### src/rtl/core/tt_pkg.sv
// Package of types and constants shared by the timeout table modules.
`default_nettype none
package tt_pkg;

  localparam int ENTRIES    = 16;
  localparam int KEY_BITS   = 16;
  localparam int DELAY_BITS = 16;
  localparam int TIME_BITS  = 32;

  // Port field widths.
  localparam int DELAY_W = 16;
  localparam int KEY_W   = 16;

  localparam int IDX_BITS = $clog2(ENTRIES);
  localparam int CNT_BITS = $clog2(ENTRIES + 1);

  typedef enum logic [1:0] {
    KIND_ARMED   = 2'd0,
    KIND_FULL    = 2'd1,
    KIND_EXPIRED = 2'd2,
    KIND_NONE    = 2'd3
  } kind_t;

  typedef enum logic [1:0] {
    ST_IDLE = 2'd0,
    ST_ARM  = 2'd1,
    ST_SCAN = 2'd2,
    ST_DONE = 2'd3
  } state_t;

  typedef struct packed {
    logic accept;     // latch the incoming item
    logic tick;       // advance the time and restart the scan
    logic arm_emit;   // store the armed entry and post its result
    logic scan_step;  // examine one entry
    logic finish;     // post the final result of a tick
  } cmd_t;

  typedef struct packed {
    logic slot_free;
    logic full;
    logic scan_end;
    logic cur_expired;
    logic held_valid;
  } status_t;

endpackage
`default_nettype wire

### src/rtl/core/timeout_table_core.sv
// Top level of the timeout table: controller plus datapath.
//
// Input stream: in_tuser is the mode (0 tick, 1 arm), in_tdata carries delay and key.
// An arm stores key with expiry = time + delay at the end of the table, or is rejected
// when all entries are in use; either way one result follows. A tick advances the
// 32-bit time by one and reports every expired key in arrival order while compacting
// the table; a tick with no expiry gives one "none" result. out_tlast marks the
// final result of each input transaction; out_tuser gives the result kind.
// One item is in flight at a time: in_tready is high only while the block is idle.
// An arm's result enters the output register from the ARM state, which waits for a free
// output slot; the block then returns to idle before the next transaction is accepted.
// A tick's scan reads one entry per cycle through a single registered table port,
// unless it is waiting on a busy output register.
// The result register holds its transaction while out_tready is low; the scan then
// waits on any further expiry until the register frees.
// Synchronous reset clears the time, the entry count and all valid flags; table
// contents are not cleared and need no clearing pass.
`default_nettype none
module timeout_table_core (
  input  wire logic        clk,
  input  wire logic        rst_n,
  input  wire logic        in_tvalid,
  output logic             in_tready,
  input  wire logic [31:0] in_tdata,   // [15:0] delay, [31:16] key
  input  wire logic        in_tuser,   // [0] mode
  output logic             out_tvalid,
  input  wire logic        out_tready,
  output logic [15:0]      out_tdata,  // [15:0] key_out
  output logic [1:0]       out_tuser,  // [1:0] kind
  output logic             out_tlast
);
  import tt_pkg::*;

  cmd_t    cmd;
  status_t sts;
  kind_t   out_kind;

  tt_ctrl u_ctrl (
    .clk       (clk),
    .rst_n     (rst_n),
    .in_tvalid (in_tvalid),
    .in_mode   (in_tuser),
    .in_tready (in_tready),
    .sts       (sts),
    .cmd       (cmd)
  );

  tt_dp u_dp (
    .clk       (clk),
    .rst_n     (rst_n),
    .in_delay  (in_tdata[DELAY_W-1:0]),
    .in_key    (in_tdata[DELAY_W+KEY_W-1:DELAY_W]),
    .cmd       (cmd),
    .sts       (sts),
    .out_valid (out_tvalid),
    .out_ready (out_tready),
    .out_kind  (out_kind),
    .out_key   (out_tdata),
    .out_last  (out_tlast)
  );

  assign out_tuser = out_kind;

endmodule
`default_nettype wire

### src/rtl/core/tt_ctrl.sv
// Controller state machine of the timeout table.
`default_nettype none
module tt_ctrl (
  input  wire logic           clk,
  input  wire logic           rst_n,
  input  wire logic           in_tvalid,
  input  wire logic           in_mode,
  output logic                in_tready,
  input  wire tt_pkg::status_t sts,
  output tt_pkg::cmd_t        cmd
);
  import tt_pkg::*;

  state_t state_r;
  state_t state_nxt;

  always_ff @(posedge clk) begin
    if (!rst_n) begin
      state_r <= ST_IDLE;
    end else begin
      state_r <= state_nxt;
    end
  end

  always_comb begin
    state_nxt = state_r;
    cmd       = '0;
    in_tready = 1'b0;
    unique case (state_r)
      ST_IDLE: begin
        in_tready = 1'b1;
        if (in_tvalid) begin
          cmd.accept = 1'b1;
          if (in_mode) begin
            state_nxt = ST_ARM;
          end else begin
            cmd.tick  = 1'b1;
            state_nxt = ST_SCAN;
          end
        end
      end
      ST_ARM: begin
        if (sts.slot_free) begin
          cmd.arm_emit = 1'b1;
          state_nxt    = ST_IDLE;
        end
      end
      ST_SCAN: begin
        if (sts.scan_end) begin
          state_nxt = ST_DONE;
        end else if (!(sts.cur_expired && sts.held_valid && !sts.slot_free)) begin
          // An expiry pushes out the held key, which needs a free output slot.
          cmd.scan_step = 1'b1;
        end
      end
      ST_DONE: begin
        if (sts.slot_free) begin
          cmd.finish = 1'b1;
          state_nxt  = ST_IDLE;
        end
      end
      default: state_nxt = ST_IDLE;
    endcase
  end

  a_one_cmd: assert property (@(posedge clk) disable iff (!rst_n)
    $onehot0({cmd.accept, cmd.arm_emit, cmd.scan_step, cmd.finish}))
    else $error("more than one datapath command at once");

  a_tick_to_scan: assert property (@(posedge clk) disable iff (!rst_n)
    cmd.tick |=> state_r == ST_SCAN)
    else $error("tick did not start a scan");

  a_done_after_scan: assert property (@(posedge clk) disable iff (!rst_n)
    state_r == ST_DONE |-> $past(state_r) == ST_SCAN || $past(state_r) == ST_DONE)
    else $error("final tick result without a scan");

endmodule
`default_nettype wire

### src/rtl/core/tt_dp.sv
// Datapath of the timeout table: time counter, entry table, scan and output register.
`default_nettype none
module tt_dp (
  input  wire logic                        clk,
  input  wire logic                        rst_n,
  input  wire logic [tt_pkg::DELAY_W-1:0]  in_delay,
  input  wire logic [tt_pkg::KEY_W-1:0]    in_key,
  input  wire tt_pkg::cmd_t                cmd,
  output tt_pkg::status_t                  sts,
  output logic                             out_valid,
  input  wire logic                        out_ready,
  output tt_pkg::kind_t                    out_kind,
  output logic [tt_pkg::KEY_W-1:0]         out_key,
  output logic                             out_last
);
  import tt_pkg::*;

  logic [TIME_BITS-1:0]  time_r;
  logic [CNT_BITS-1:0]   count_r;
  logic [CNT_BITS-1:0]   rd_r;
  logic [CNT_BITS-1:0]   wr_r;
  logic                  held_valid_r;
  logic [KEY_BITS-1:0]   held_key_r;
  logic [DELAY_BITS-1:0] delay_r;
  logic [KEY_BITS-1:0]   key_r;

  logic [TIME_BITS-1:0]  exp_mem_r [ENTRIES];
  logic [KEY_BITS-1:0]   key_mem_r [ENTRIES];

  logic                  out_valid_r;
  kind_t                 out_kind_r;
  logic [KEY_W-1:0]      out_key_r;
  logic                  out_last_r;

  logic                  out_valid_nxt;
  kind_t                 out_kind_nxt;
  logic [KEY_W-1:0]      out_key_nxt;
  logic                  out_last_nxt;

  logic [TIME_BITS-1:0]  cur_exp_r;
  logic [KEY_BITS-1:0]   cur_key_r;
  logic [IDX_BITS-1:0]   rd_addr;
  logic [TIME_BITS-1:0]  diff;
  logic                  load_out;

  // The table is read ahead, at the scan position of the next cycle.
  always_comb begin
    priority if (cmd.tick) begin
      rd_addr = '0;
    end else if (cmd.scan_step) begin
      rd_addr = rd_r[IDX_BITS-1:0] + IDX_BITS'(1);
    end else begin
      rd_addr = rd_r[IDX_BITS-1:0];
    end
  end

  // Wrap-safe test: expired when the distance from expiry to now is below half the range.
  assign diff    = time_r - cur_exp_r;

  assign sts.slot_free   = !out_valid_r || out_ready;
  assign sts.full        = (count_r == CNT_BITS'(ENTRIES));
  assign sts.scan_end    = (rd_r == count_r);
  assign sts.cur_expired = !diff[TIME_BITS-1];
  assign sts.held_valid  = held_valid_r;

  assign load_out = cmd.arm_emit || cmd.finish ||
                    (cmd.scan_step && sts.cur_expired && held_valid_r);

  always_comb begin
    out_valid_nxt = out_valid_r && !out_ready;
    out_kind_nxt  = out_kind_r;
    out_key_nxt   = out_key_r;
    out_last_nxt  = out_last_r;
    priority if (cmd.arm_emit) begin
      out_valid_nxt = 1'b1;
      out_last_nxt  = 1'b1;
      if (sts.full) begin
        out_kind_nxt = KIND_FULL;
        out_key_nxt  = '0;
      end else begin
        out_kind_nxt = KIND_ARMED;
        out_key_nxt  = KEY_W'(key_r);
      end
    end else if (cmd.finish) begin
      out_valid_nxt = 1'b1;
      out_last_nxt  = 1'b1;
      if (held_valid_r) begin
        out_kind_nxt = KIND_EXPIRED;
        out_key_nxt  = KEY_W'(held_key_r);
      end else begin
        out_kind_nxt = KIND_NONE;
        out_key_nxt  = '0;
      end
    end else if (load_out) begin
      // A newer expiry shows the held key was not the last one.
      out_valid_nxt = 1'b1;
      out_last_nxt  = 1'b0;
      out_kind_nxt  = KIND_EXPIRED;
      out_key_nxt   = KEY_W'(held_key_r);
    end else begin
      out_valid_nxt = out_valid_r && !out_ready;
    end
  end

  always_ff @(posedge clk) begin
    if (!rst_n) begin
      out_valid_r  <= 1'b0;
      time_r       <= '0;
      count_r      <= '0;
      rd_r         <= '0;
      wr_r         <= '0;
      held_valid_r <= 1'b0;
    end else begin
      out_valid_r <= out_valid_nxt;
      if (cmd.tick) begin
        time_r       <= time_r + TIME_BITS'(1);
        rd_r         <= '0;
        wr_r         <= '0;
        held_valid_r <= 1'b0;
      end
      if (cmd.arm_emit && !sts.full) begin
        count_r <= count_r + CNT_BITS'(1);
      end
      if (cmd.scan_step) begin
        rd_r <= rd_r + CNT_BITS'(1);
        if (sts.cur_expired) begin
          held_valid_r <= 1'b1;
        end else begin
          wr_r <= wr_r + CNT_BITS'(1);
        end
      end
      if (cmd.finish) begin
        count_r      <= wr_r;
        held_valid_r <= 1'b0;
      end
    end
  end

  always_ff @(posedge clk) begin
    out_kind_r <= out_kind_nxt;
    out_key_r  <= out_key_nxt;
    out_last_r <= out_last_nxt;
    if (cmd.accept) begin
      delay_r <= in_delay[DELAY_BITS-1:0];
      key_r   <= in_key[KEY_BITS-1:0];
    end
    if (cmd.scan_step && sts.cur_expired) begin
      held_key_r <= cur_key_r;
    end
  end

  // Table writes: arming appends at the count, the scan compacts survivors in place.
  // The compaction write stays at or behind the scan position, so it never overwrites an entry still to be read.
  always_ff @(posedge clk) begin
    cur_exp_r <= exp_mem_r[rd_addr];
    cur_key_r <= key_mem_r[rd_addr];
    if (cmd.arm_emit && !sts.full) begin
      exp_mem_r[count_r[IDX_BITS-1:0]] <= time_r + TIME_BITS'(delay_r);
      key_mem_r[count_r[IDX_BITS-1:0]] <= key_r;
    end else if (cmd.scan_step && !sts.cur_expired) begin
      exp_mem_r[wr_r[IDX_BITS-1:0]] <= cur_exp_r;
      key_mem_r[wr_r[IDX_BITS-1:0]] <= cur_key_r;
    end
  end

  assign out_valid = out_valid_r;
  assign out_kind  = out_kind_r;
  assign out_key   = out_key_r;
  assign out_last  = out_last_r;

  a_count_range: assert property (@(posedge clk) disable iff (!rst_n)
    count_r <= CNT_BITS'(ENTRIES))
    else $error("entry count beyond table size");

  a_wr_behind_rd: assert property (@(posedge clk) disable iff (!rst_n)
    wr_r <= rd_r)
    else $error("compaction write overtook the scan");

  a_load_free: assert property (@(posedge clk) disable iff (!rst_n)
    load_out |-> sts.slot_free)
    else $error("output register overwritten while stalled");

  a_finish_clears: assert property (@(posedge clk) disable iff (!rst_n)
    cmd.finish |=> !held_valid_r && out_valid_r && out_last_r)
    else $error("tick did not close with a last result");

endmodule
`default_nettype wire
### config.mk
export PLATFORM = sky130hd
export DESIGN_NAME = timeout_table_core
export DESIGN_NICKNAME = d
export VERILOG_FILES = /design/src/rtl/core/tt_pkg.sv /design/src/rtl/core/timeout_table_core.sv /design/src/rtl/core/tt_ctrl.sv /design/src/rtl/core/tt_dp.sv
export SDC_FILE = /design/constraint.sdc
export NUM_CORES = 1
export LEC_CHECK = 0
export BUFFER_PORTS_ARGS = -buffer_cell sky130_fd_sc_hd__buf_4
export CAP_MARGIN = 10
export CORE_MARGIN = 2
export CORE_UTILIZATION = 35
export CTS_BUF_LIST = sky130_fd_sc_hd__clkbuf_8 sky130_fd_sc_hd__clkbuf_16
export CTS_CLUSTER_SIZE = 10
export DETAILED_ROUTE_END_ITERATION = 8
export SLEW_MARGIN = 15
export SYNTH_ARGS = -nofsm -noshare
export SYNTH_HDL_FRONTEND = slang
export SYNTH_SLANG_ARGS = --single-unit
### constraint.sdc
create_clock -name clk -period 5 [get_ports clk]
set_clock_uncertainty 0.05 [all_clocks]
set_input_delay 0.75 -clock clk [delete_from_list [all_inputs] [get_ports clk]]
set_output_delay 0.75 -clock clk [all_outputs]
set_load 0.05 [all_outputs]
* After elaboration in Yosys (flattened, before gate mapping) *
Memory sizes are Yosys's and may differ from the RTL's. A register that Yosys moved wholly into a read port is not among the register bits.
Index checks and enable logic that the tools add are counted.

operators by class
  reductions and logical operators = 25
  equality and inequality tests = 8
  bitwise logic cells = 1
  $add $sub $neg = 7
  multiplexer cells = 51

operator list
  cell                     count
  $mux W16                 6
  $mux W5                  7
  $add A32 B1 Y32 const B  1
  $add A32 B16 Y32         1
  $mux W32                 1
  $reduce_or A32 Y1        1
  $sub A32 B32 Y32         1
  $mux W1                  23
  $mux W2                  9
  $mux W4                  4
  $reduce_or A16 Y1        1
  $add A5 B1 Y5 const B    3
  $logic_and A1 B1 Y1      7
  $pmux W2 S3              1
  $reduce_or A2 Y1         3
  $eq A5 B5 Y1             1
  $eq A5 B5 Y1 const B     1
  $logic_not A1 Y1         5
  $add A4 B1 Y4 const B    1
  $eq A2 B2 Y1 const B     2
  $ne A2 B2 Y1 const B     2
  $reduce_bool A2 Y1       2
  $logic_or A1 B1 Y1       3
  $reduce_and A3 Y1        1
  other kinds (5)          5

word-level totals
  bits in writable memories = 768
  bits of input ports = 37
  logic and storage cells = 107
  memories kept = 2
  bits in registers = 118

memory list
  memory          words  width  read ports  clocked after Yosys merged registers in  wr ports  line         RTL
  u_dp.exp_mem_r  16     32     1           1                                        1         tt_dp.sv:27  logic [TIME_BITS-1:0] exp_mem_r [ENTRIES];
  u_dp.key_mem_r  16     16     1           1                                        1         tt_dp.sv:28  logic [KEY_BITS-1:0] key_mem_r [ENTRIES];

* Longest topological paths before layout *
  word-level depth = 13
  depth in mapped cells = 17
  gate-level depth less buffers = 14

* Hierarchy *
From an unflattened synthesis, not the netlist that was laid out.

unflattened totals
  cell total of the unflattened synthesis = 2059
  area total of the unflattened synthesis = 37312.0 µm²

modules (own cells, without submodules)
  module   area each (µm²)  sequential area each (µm²)  instances  cells an instance
  tt_dp    37150.6          27005.9                     1          2041
  tt_ctrl  161.4            40.0                        1          18

* Worst setup path after synthesis *
Ideal clock, no wire load.

  path type = register to register
  start = register u_dp.cur_exp_r[8], read port of u_dp.exp_mem_r
  end = memory u_dp.exp_mem_r[12][0], enable pin
  setup time = 0.469 ns
  arrival time = 4.783 ns
  path buffers = 1
  path slack = -0.302 ns
  data required time = 4.481 ns
  stages on the path, launching flop included = 13
  period minus slack after synthesis = 5.302 ns
  cells stage by stage = dfxtp_1 -> inv_1 -> ha_1 -> a211o_1 -> o2111ai_1 -> nor3b_1 -> a311oi_1 -> or3_1 -> and2_1 -> nor2_1 -> clkbuf_1 -> a31oi_1 -> a21oi_1

between the ends
  cells in the longest elaborated chain, start to end = 13
  elaborated cells between the ends (all ways) = 14

RTL lines
  item                                                 line           RTL
  start, declared                                      tt_dp.sv:40    logic [TIME_BITS-1:0] cur_exp_r;
  $sub A32 B32 Y32 *                                   tt_dp.sv:58    assign diff = time_r - cur_exp_r;
  $logic_not A1 Y1                                     tt_dp.sv:63    assign sts.cur_expired = !diff[TIME_BITS-1];
  $logic_and A1 B1 Y1 (2 in series)                    tt_ctrl.sv:51  end else if (!(sts.cur_expired && sts.held_valid && !sts.slot_free)) begin
  $mux W1                                              tt_ctrl.sv:51
  $mux W1                                              tt_ctrl.sv:49  if (sts.scan_end) begin
  $mux W1                                              tt_ctrl.sv:29  unique case (state_r)
  $logic_and A1 B1 Y1 *                                tt_dp.sv:160   end else if (cmd.scan_step && !sts.cur_expired) begin
  $mux W1 *                                            tt_dp.sv:160
  $mux W1 *                                            tt_dp.sv:157   if (cmd.arm_emit && !sts.full) begin
  $mux W1 (implied by the code) *                      tt_dp.sv:161   exp_mem_r[wr_r[IDX_BITS-1:0]] <= cur_exp_r;
  $reduce_or A32 Y1 (no source line)                   --
  $mux W4 (no source line) or $mux W1 (tied branches)  --
  end, declared                                        tt_dp.sv:27

Every way passes the cells marked *; elsewhere a longest branch is shown, timed or not.

* Worst setup path in the final report *
  start = register u_dp.cur_exp_r[30], read port of u_dp.exp_mem_r
  end = register u_dp.cur_exp_r[8], read port of u_dp.exp_mem_r

between the ends
  cells in the longest elaborated chain, start to end = 9

RTL lines
  item                               line           RTL
  $sub A32 B32 Y32                   tt_dp.sv:58
  $logic_not A1 Y1                   tt_dp.sv:63
  $logic_and A1 B1 Y1 (2 in series)  tt_ctrl.sv:51
  $mux W1                            tt_ctrl.sv:51
  $mux W1                            tt_ctrl.sv:49
  $mux W1                            tt_ctrl.sv:29
  $mux W4                            tt_dp.sv:50    end else if (cmd.scan_step) begin
  $mux W4                            tt_dp.sv:48    priority if (cmd.tick) begin

No other way between the ends.
A chain may end at the register's enable or synchronous reset.

==> summary.md <==
| Metric | Value |
|---|---|
| Status | `completed` |
| Cells after synthesis | `2302` |
| Crit end category | `register` |
| Adder-Cell Fraction of Synth Area | `1.75%` |
| Final GP Congestion | `0.830` |
| Minimum clock period | `4.75 ns` |
| Worst-margin pin slew | `1.13 ns` |
| Area delta synth->final | `15.6%` |
| Final WS setup | `0.246 ns` |
| Total iterations of the first detailed-routing run | `5` |
| Grt ovf | `0` |
| CP top delay family | `compound AO/OA/AOI/OAI gates` |
| Multiplexer share of the synthesized area | `18.0%` |
| Sequential-to-total area share from yosys stat | `70.5%` |
| Largest net degree at the start of global routing | `84` |
| Share of layout cells above drive strength 1 | `13.9%` |
| Worst R2R Start | `u_dp.cur_exp_r[30]` |
| Syn_nets | `2392` |
| Vias in the first global route | `20400` |
| CTS tree | `done` |
| RR Endpoint | `u_dp.cur_exp_r[8]` |
| Xor/xnor share of the synthesized area | `1.48%` |
| Number of max-cap violations | `0` |
| Crit path largest cell delay | `0.53 ns` |
| Worst vdd ir | `0.257 mV` |
| Most frequent cells in the layout | `edfxtp_1 (834), mux2i_1 (579), buf_4 (127), inv_1 (122), nand2_1 (116)` |
| Post-synthesis compound-gate area fraction | `2.51%` |
| First-pass GRT wire length | `127 mm` |
| Metal3 WL | `3.33 mm` |
| CTS buffer count | `104` |
| Crit path arrival time | `5.21 ns` |
| Max Clk Rate | `0.210 GHz` |
| Hold wc startpoint | `in_tdata[12]` |
| Worst skew pair latency | `0.66 ns` |
| Post-DP Area | `0.0412 mm2` |
| Share of the synthesized area in the top cell type | `65.3%` |
| Max Used Layer | `met4` |
| Clock sink count | `934` |
| Hold WS | `0.212 ns` |
| Synth Register Bits | `934` |
| Final Max Tran Viols | `0` |
| Lkg Pwr | `17.1 nW` |
| Hold crit path type | `input pin to register` |
| Via Count | `19900` |
| Dominant cells by area after synthesis | `edfxtp_1 (65%), mux2i_1 (15%), dfxtp_1 (5.2%)` |
| Critical path required time | `5.46 ns` |
| Worst path slowest cell | `nor4_2` |
| Core Region | `0.109 mm2` |
| WHS Endpoint | `u_dp.delay_r[12]` |
| Synth async-reset ratio | `0%` |
| Gr usage total | `14.9%` |
| Io pins | `58` |
| R2R setup slack | `0.25 ns` |
| Post-Synth Simple-Gate Area | `3.80%` |
| Clock root buffer | `clkbuf_16` |
| Avg WL per Cell | `21.3 um` |
| Number of flops mapped to enable cells by yosys | `834` |
| Worst Hold Path Cells | `1` |
| Crit-path most repeated cell | `mux2i_1` |
| Combined area of the multi-input logic cells | `0.0108 mm2` |
| Register Area | `0.0270 mm2` |
| Avg Inst Size Synth | `16.7 um2` |
| Crit path kind | `register to register` |
| Worst-path clk slew | `0.06 ns` |
| Yosys Warn Count | `0` |
| Die width | `335 um` |
| TNS Setup | `0 ns` |
| Crit path buf inv count | `3` |
| Initial DRC count | `1643` |
| Largest area contributor in the netlist | `edfxtp_1` |
| Max_slew headroom | `24.7%` |
| Final period utilization | `95.1%` |
| Drc violations | `0` |
| Hold Violations, Final | `0` |
| Port bufs | `57` |
| CP startpoint kind | `register` |
| Row count | `121` |
| Post-route design area | `0.0443 mm2` |
| Met1 WL | `38.1 mm` |
| Crit-path cells | `inv_1 -> ha_1 -> nand4_1 -> nor4_2 -> o21ai_1 -> a311oi_2 -> o21ai_0 -> a41oi_2 -> ha_1 -> nor2_4 -> buf_12 -> buf_12 -> mux2i_1 -> mux2i_1 -> mux2i_1 -> mux2i_1` |
| Die Span Y | `335 um` |
| Synth Flop Type | `edfxtp_1` |
| Fill cells | `9608` |
| Via/cell ratio | `5.03` |
| Hold_buf cts | `0` |
| Cell Area, Synth | `0.0384 mm2` |
| Pre-CTS setup slack | `-0.0879 ns` |
| Met2 Wirelength | `40.9 mm` |
| Initial Utilization | `35.2%` |
| Full die area | `0.112 mm2` |
| CTS Buffer Depth | `3` |
| ANT cells | `0` |
| Placed wire-length estimate | `49.5 mm` |
| CTS H-tree depth | `3` |
| Synth unique cells | `57` |
| Initial antenna violation count | `0` |
| Commonest non-fill, non-tap cell in the layout | `edfxtp_1` |
| Final setup fails | `0` |
| RSZ-0062 raised after global routing | `false` |
| Routed wire length | `84.4 mm` |
| R2r worst-path depth | `16` |
| CP Max Fanout | `44` |
| Largest family of logic cells by synthesized area | `multiplexers` |
| Pwr/cell area | `374 mW/mm2` |
| Post-route ant nets | `0` |
| Nets | `2549` |
-- power breakdown --
group	switching (mW)	leakage, nW	total [mW]	internal (mW)
clock network	2.91	1.78	6.77	3.86
registers	0.0909	8.55	8.85	8.76
logic	0.607	6.78	0.950	0.343
-- metrics by stage --
stage          total power [mW]  std cells  utilization (%)
6_report                   16.6       3960             40.7
5_1_grt                    17.1       3960             40.7
4_1_cts                    16.7       3959             40.7
3_5_place_dp               9.97       3766             37.9
3_3_place_gp               9.94       3765             37.9
2_1_floorplan              9.59       2302                -
-- how the worst max path moves through the flow --
stage | from | end | slack (ns) | cells after the start
2_1_floorplan | u_dp.cur_exp_r[8] | u_dp.exp_mem_r[12][0] | -0.30 | 12
3_3_place_gp | u_dp.cur_exp_r[30] | u_dp.exp_mem_r[14][7] | -0.05 | 13
3_5_place_dp | u_dp.cur_exp_r[30] | u_dp.cur_exp_r[8] | -0.09 | 16
4_1_cts | u_dp.cur_exp_r[30] | u_dp.exp_mem_r[5][22] | 0.05 | 14
5_1_grt | u_dp.cur_exp_r[30] | u_dp.exp_mem_r[5][10] | 0.09 | 14
6_report | u_dp.cur_exp_r[30] | u_dp.cur_exp_r[8] | 0.25 | 16
-- state kept, by name, summed over array words and instances, names as in the netlist, 5 cells and up --
name and flops:
u_dp.rd_r 5, u_dp.count_r 5, u_dp.held_key_r 16, u_dp.out_key 16, u_dp.wr_r 5, u_dp.cur_exp_r 32
u_dp.cur_key_r 16, u_dp.exp_mem_r 512, u_dp.time_r 32, u_dp.delay_r 16, u_dp.key_r 16, u_dp.key_mem_r 256
-- what timing repair did --
item / CTS / global route
buffers inserted: 0 / 0
setup endpoints to repair: 194 / 114
pin swaps: 0 / 0
hold endpoints to repair: 0 / 0
resized for setup: 1 / 3
-- cells by family (layout without fill, tap and decap cells) --
family | Yosys count | in the layout
AOI/OAI and AO/OA | 149 | 149
xor gates and xnor gates | 65 | 65
adders and majority gates | 53 | 53
buffers and inverters | 150 | 394
DFF | 934 | 934
muxes | 631 | 631
and+or+nand+nor | 320 | 320
-- final cells by class --
class                   instances  area share [%]
clock inverters                84           0.844
flip-flops and latches        934            61.0
multi-input cells            1218            24.3
well taps                    1414            3.99
inverters                      45           0.381
clock buffers                 109            6.10
repair buffers                156            3.39
-- routing by layer --
| metal | up-vias | GRT usage (%) |
|---|---|---|
| li1 | 9197 | - |
| met1 | 10200 | 20.3 |
| met2 | 410 | 24.9 |
| met3 | 115 | 1.76 |
| met4 | 0 | 4.68 |
| met5 | - | 0 |
-- cells in the mapped netlist, types with 9 or more instances --
master,instances
nor2b_1,10
xnor2_1,29
xor2_1,36
and3_1,10
nand2_1,116
nand4_1,13
buf_6,16
clkbuf_1,49
ha_1,52
edfxtp_1,834
nand3_1,27
o21ai_0,31
buf_2,28
a21oi_1,50
dfxtp_1,100
mux4_2,48
inv_1,45
a22o_1,16
and2_1,9
mux2i_1,580
nor2_1,92
nor3_1,13
Note: power is estimated with default switching activity, not from simulation.
